--- src/design/mscg_pkg.sv ---
package mscg_pkg;

    localparam int TABLE_SIZE = 16;
    localparam int IDX_W      = $clog2(TABLE_SIZE);
    localparam int STOP_W     = 17;
    localparam int COLOR_W    = 24;
    localparam int MAG_W      = 32;
    localparam int SCALED_W   = 39;
    localparam int NUM_W      = 29;
    localparam int TWICE_W    = 32;
    localparam int REM_W      = 27;

    localparam logic [1:0] KIND_LOOKUP = 2'd0;
    localparam logic [1:0] KIND_APPEND = 2'd1;
    localparam logic [1:0] KIND_CLEAR  = 2'd2;

    localparam logic [1:0] STATUS_OK   = 2'd0;
    localparam logic [1:0] STATUS_FEW  = 2'd1;
    localparam logic [1:0] STATUS_ZERO = 2'd2;

    localparam logic CFG_LOOP_MODE     = 1'b0;
    localparam logic CFG_REPEAT_FACTOR = 1'b1;

    typedef struct packed {
        logic accept;
        logic scale;
        logic fold;
        logic search;
        logic rd_before;
        logic rd_after;
        logic cap_start;
        logic cap_end;
        logic mix;
        logic prep;
        logic div;
        logic load_out;
    } t_cmd;

    typedef struct packed {
        logic few;
        logic search_done;
        logic zero_range;
        logic div_last;
    } t_sts;

endpackage

--- src/design/mscg_ctrl.sv ---
module mscg_ctrl
    import mscg_pkg::*;
(
    input  logic       i_clk,
    input  logic       i_rst_n,
    input  logic       i_start,
    input  logic [1:0] i_kind,
    input  t_sts       i_sts,
    output t_cmd       o_cmd,
    output logic       o_busy
);

    typedef enum logic [10:0] {
        S_IDLE   = 11'b00000000001,
        S_SCALE  = 11'b00000000010,
        S_FOLD   = 11'b00000000100,
        S_SEARCH = 11'b00000001000,
        S_RD0    = 11'b00000010000,
        S_RD1    = 11'b00000100000,
        S_RD2    = 11'b00001000000,
        S_MIX    = 11'b00010000000,
        S_PREP   = 11'b00100000000,
        S_DIV    = 11'b01000000000,
        S_OUT    = 11'b10000000000
    } t_state;

    t_state r_state;
    t_state n_state;

    always_comb begin
        n_state = r_state;
        o_cmd   = '0;
        case (r_state)
            S_IDLE: begin
                if (i_start) begin
                    o_cmd.accept = 1'b1;
                    if (i_kind == KIND_LOOKUP) begin
                        n_state = i_sts.few ? S_OUT : S_SCALE;
                    end
                end
            end
            S_SCALE: begin
                o_cmd.scale = 1'b1;
                n_state     = S_FOLD;
            end
            S_FOLD: begin
                o_cmd.fold = 1'b1;
                n_state    = S_SEARCH;
            end
            S_SEARCH: begin
                o_cmd.search = 1'b1;
                if (i_sts.search_done) begin
                    n_state = S_RD0;
                end
            end
            S_RD0: begin
                o_cmd.rd_before = 1'b1;
                n_state         = S_RD1;
            end
            S_RD1: begin
                o_cmd.rd_after  = 1'b1;
                o_cmd.cap_start = 1'b1;
                n_state         = S_RD2;
            end
            S_RD2: begin
                o_cmd.cap_end = 1'b1;
                n_state       = S_MIX;
            end
            S_MIX: begin
                o_cmd.mix = 1'b1;
                n_state   = S_PREP;
            end
            S_PREP: begin
                o_cmd.prep = 1'b1;
                n_state    = i_sts.zero_range ? S_OUT : S_DIV;
            end
            S_DIV: begin
                o_cmd.div = 1'b1;
                if (i_sts.div_last) begin
                    n_state = S_OUT;
                end
            end
            S_OUT: begin
                o_cmd.load_out = 1'b1;
                n_state        = S_IDLE;
            end
            default: begin
                n_state = S_IDLE;
            end
        endcase
    end

    always_ff @(posedge i_clk) begin
        if (!i_rst_n) begin
            r_state <= S_IDLE;
        end else begin
            r_state <= n_state;
        end
    end

    assign o_busy = r_state != S_IDLE;

endmodule

--- config.mk ---
export PLATFORM = sky130hd
export DESIGN_NAME = mscg_ctrl
export DESIGN_NICKNAME = d
export VERILOG_FILES = /design/src/design/mscg_pkg.sv /design/src/design/mscg_ctrl.sv
export SDC_FILE = /design/constraint.sdc
export NUM_CORES = 1
export LEC_CHECK = 0
export BUFFER_PORTS_ARGS = -buffer_cell sky130_fd_sc_hd__buf_2
export CORE_MARGIN = 8
export CORE_UTILIZATION = 45
export DETAILED_ROUTE_END_ITERATION = 10
export PLACE_DENSITY = 0.73
export SLEW_MARGIN = 20
export SYNTH_ARGS = -nofsm -noshare
export SYNTH_HDL_FRONTEND = slang
export SYNTH_SLANG_ARGS = --single-unit
--- constraint.sdc ---
create_clock -name i_clk -period 1.35 [get_ports i_clk]
set_input_delay 0 -clock i_clk [delete_from_list [all_inputs] [get_ports i_clk]]
set_output_delay 0 -clock i_clk [all_outputs]
set_load 0.005 [all_outputs]
Word-level counts from Yosys, hierarchy flattened
Cells that the tools add are included.
{"block": "op_classes", "n_mux": 19, "eq_ne": 16, "n_reduce_logical": 2}
{"operator": "case mux 11 bit (10 select lines)", "count": 1}
{"operator": "2-to-1 mux 11 bit", "count": 6}
{"operator": "equality test 11 x 1 -> 1 bit, second input constant", "count": 1}
{"operator": "equality test 11 x 10 -> 1 bit, second input constant", "count": 1}
{"operator": "equality test 11 bit, second input constant", "count": 1}
{"operator": "equality test 11 x 2 -> 1 bit, second input constant", "count": 1}
{"operator": "equality test 11 x 3 -> 1 bit, second input constant", "count": 1}
{"operator": "equality test 11 x 4 -> 1 bit, second input constant", "count": 1}
{"operator": "equality test 11 x 5 -> 1 bit, second input constant", "count": 1}
{"operator": "equality test 11 x 6 -> 1 bit, second input constant", "count": 1}
{"operator": "equality test 11 x 7 -> 1 bit, second input constant", "count": 1}
{"operator": "equality test 11 x 8 -> 1 bit, second input constant", "count": 1}
{"operator": "equality test 11 x 9 -> 1 bit, second input constant", "count": 1}
{"operator": "2-to-1 mux 1 bit", "count": 11}
{"operator": "inequality test 11 x 1 -> 1 bit, second input constant", "count": 1}
{"operator": "inequality test 2 bit, second input constant", "count": 4}
{"operator": "AND reduction 4 bit", "count": 1}
{"operator": "zero test 2 bit", "count": 1}
{"operator": "2-to-1 mux 2 bit", "count": 1}
{"block": "word_totals", "elab_cells": 38, "register_bits": 11, "out_inout_bits": 13}

Logic depth before layout (Yosys ltp)
{"block": "depth", "depth_word": 4, "ltp_mapped": 6, "mapped_depth_nobuf": 4}

Least setup slack after synthesis
Ideal clock, no wire load.
{"block": "synth_timing", "path_type": "register to register", "startpoint": "register r_state[2]", "endpoint": "register r_state[10]", "n_path_buf": 1, "synth_period_minus_slack_ps": 1502, "setup_slack_ps": -152, "path_stages_with_launch": 6, "arrival_ps": 1373, "setup_ps": 129, "path_cell_list": "dfxtp_1 -> buf_6 -> nor4b_2 -> a22oi_1 -> o221ai_4 -> nor2_1"}
{"block": "synth_between", "elab_chain_len": 3}
{"item": "from (decl)", "line": "mscg_ctrl.sv:27", "text": "t_state r_state;"}
{"item": "from (signal assigned)", "line": "mscg_ctrl.sv:97", "text": "r_state <= n_state;"}
{"item": "equality test 11 x 1 -> 1 bit (tied with other cells)", "line": "mscg_ctrl.sv:33", "text": "case (r_state)"}
{"item": "inequality test 2 bit (no source line)"}
{"item": "AND reduction 4 bit (no source line)"}
Parallel ways exist; a longest one is shown, timed or not.
A chain may end at the register's enable or synchronous reset.

==> flow_summary.json <==
{
  "netlist_area_um2": 793.3,
  "drc_errors": 0,
  "syn_area_per_cell_um2": 8.622,
  "area_growth_pct": 77.60,
  "drtIter0Drc": 12,
  "synth_area_leader_cell": "dfxtp_1",
  "worst_ep_arrival_time_ps": 1800,
  "cp.required_ps": 1350,
  "final.setup.worst_slack_ps": -452.6,
  "first_global_vias": 998,
  "syn-num-nets": 101,
  "clk_pin_slew_worst_paths_ps": 80,
  "synth.distinct_cells": 35,
  "clock_sinks": 11,
  "skew_ps": 6.631,
  "p_clk_share_pct": 22.7,
  "crit_path_end_kind": "output port",
  "internal-power_w": 0.0007005,
  "ys_seq_elements": 11,
  "p_leak_nw": 0.6625,
  "hold_path_class": "in -> reg",
  "p_seq_share_pct": 33.2,
  "worstPathMaxFanout": 4,
  "netlist_top_cells_area": "dfxtp_1, nor4_4, nor2_1",
  "firstDrtPassIters": 4,
  "synth.top_cells.by_count": "nor2_1, dfxtp_1, inv_1, nand2_1, nor3_1",
  "violations": "negative setup slack",
  "start_util_pct": 46.96,
  "drive_gt1_share_pct": 66.45,
  "clk_path_buf_depth": 2,
  "ys_seq_area_share_pct": 27.76,
  "vias_per_cell": 5.419,
  "fin_crit_sh_pct": 133.5,
  "clk_latency_ps": 270,
  "io_buffers": 21,
  "period_needed_ps": 1803,
  "root_buffer": "clkbuf_4",
  "post-place-cells": 153,
  "grtUsageTotal_pct": 16.24,
  "worstReg2RegStart": "r_state[7]$_SDFFE_PN0P_",
  "die-area_um2": 3362,
  "dp_slack_ps": -327.7,
  "hp-start": "i_sts[1]",
  "cap_violations": 0,
  "worst_pin_slew_ps": 352.9,
  "vias": 932,
  "cts_made_buffers": 3,
  "setup_violations": 24,
  "synth_edf_count": 0,
  "p_sw_w": 0.0003585,
  "crit_start": "r_state[5]$_SDFFE_PN0P_",
  "yosysTopAreaCellShare_pct": 27.76,
  "drv_slew": 0,
  "rsz0062_at_grt": "true",
  "fin_util_pct": 83.41,
  "wl_mm": 2.620,
  "final_nets": 165,
  "htree_levels": 1,
  "cp-start-kind": "flop",
  "switching_share_pct": 33.85,
  "peakVddDrop_v": 0.0006205,
  "largest_reg_flops": 11,
  "yosysWarnings": 0,
  "grt_pass1_wl_mm": 4.347,
  "drtAntennaViolNets": 0,
  "gp_congestion": 0.8600,
  "p_comb_share_pct": 44.1,
  "antenna_found_initial": 0,
  "largest-register": "r_state",
  "hold_violations": 0,
  "post_drt_wl_per_cell_um": 15.23,
  "io_pins": 22,
  "finalNonFillerCells": 172,
  "largest_registers": "r_state x11",
  "max_slew_margin_pct": 76.44,
  "hpwl_mm": 1.759,
  "status": "finished, violations left",
  "cts_tree": "built",
  "placementRows": 15,
  "core_area_um2": 1689,
  "synthMostInstantiatedCell": "nor2_1",
  "synthCells": 92,
  "grt_overflow_total": 0,
  "grt_max_degree": 9,
  "die_x_um": 57.99,
  "p_per_area_nw_per_um2": 751.7,
  "num_antenna_cells": 0,
  "die_y_um": 57.99,
  "synthFlopType": "dfxtp_1",
  "timing.hold.ws_ps": 27.56,
  "async_reset_ff_share_pct": 0,
  "timing_worst_setup_path_type": "reg -> out",
  "timing.fmax_mhz": 554.7
}
-- layout make-up --
| type | count | area, um^2 |
|---|---|---|
| Multi-Input combinational cell | 68 | 608.1 |
| Tap cell | 17 | 21.27 |
| Clock buffer | 4 | 26.28 |
| Sequential cell | 11 | 230.2 |
| Inverter | 7 | 26.28 |
| Timing Repair Buffer | 65 | 496.7 |
| Fill cell | 103 | 280.3 |
-- what timing repair did --
item / 4_1_cts / 5_1_grt
endpoints found under the setup margin: 24 / 24
resized for setup: 21 / 17
endpoints found under the hold margin: 2 / 0
hold buffers: 2 / 0
pin swaps: 16 / 4
setup buffers: 12 / 1
-- power groups by stage --
stage	combinational [W]	clock [W]	sequential [W]
final	0.000467	0.000240	0.000352
after floorplan	0.000184	0	0.000366
after CTS	0.000423	0.000241	0.000348
after global placement	0.000335	0	0.000358
after global routing	0.000500	0.000263	0.000352
after detailed placement	0.000340	0	0.000358
-- placed cells by master, fill, tap and decap left out, types with 3 or more instances in the layout --
master	instances
a22oi_1	3
buf_6	9
inv_1	5
buf_4	36
buf_2	17
nor3_2	3
clkbuf_4	3
dfxtp_2	5
nand2_1	5
nor2_1	9
nor4_4	4
dfxtp_1	5
o21ai_0	3
nor2b_1	4
-- cell families after synthesis --
logic type	count (synthesis)	synth area share, %
and+or+nand+nor	53	47.00
buffers and inverters	13	8.991
xor gates and xnor gates	2	2.209
DFF	11	27.76
AOI/OAI and AO/OA	13	14.04
-- final timing paths --
kind	endpoint	slack, ps	cells past startpoint
setup / recovery	o_cmd[8]	-450	6
setup reg to reg	r_state[7]$_SDFFE_PN0P_	-360	7
hold / removal	r_state[10]$_SDFFE_PN0P_	30	3
hold reg to reg	r_state[6]$_SDFFE_PN0P_	530	2
-- metrics by stage --
step | area, um^2 | total power [W] | setup TNS [ps]
CTS | 1335 | 0.001013 | -6477
global placement | 1111 | 0.0006930 | -2970
finish | 1409 | 0.001059 | -7458
floorplan | 812.0 | 0.0005502 | -1062
detailed placement | 1111 | 0.0006981 | -3564
global route | 1409 | 0.001114 | -9221
-- metal layers --
| metal | wire length (um) | track usage [%] | part of all wire, % |
|---|---|---|---|
| met1 | 1203 | 18.55 | 46 |
| met2 | 1252 | 28.03 | 48 |
| met3 | 108 | 3.753 | 4.1 |
| met4 | 54 | 6.993 | 2.1 |
| met5 | 0 | 0 | 0 |
-- critical path, stage by stage, from the launching register on --
cell,delay [ps]
dfxtp_2,350
or4_4,530
nor4_4,180
buf_4,170
nand2_2,60
nor3_2,100
buf_2,130
No activity file was read; power rests on OpenSTA's default activity.
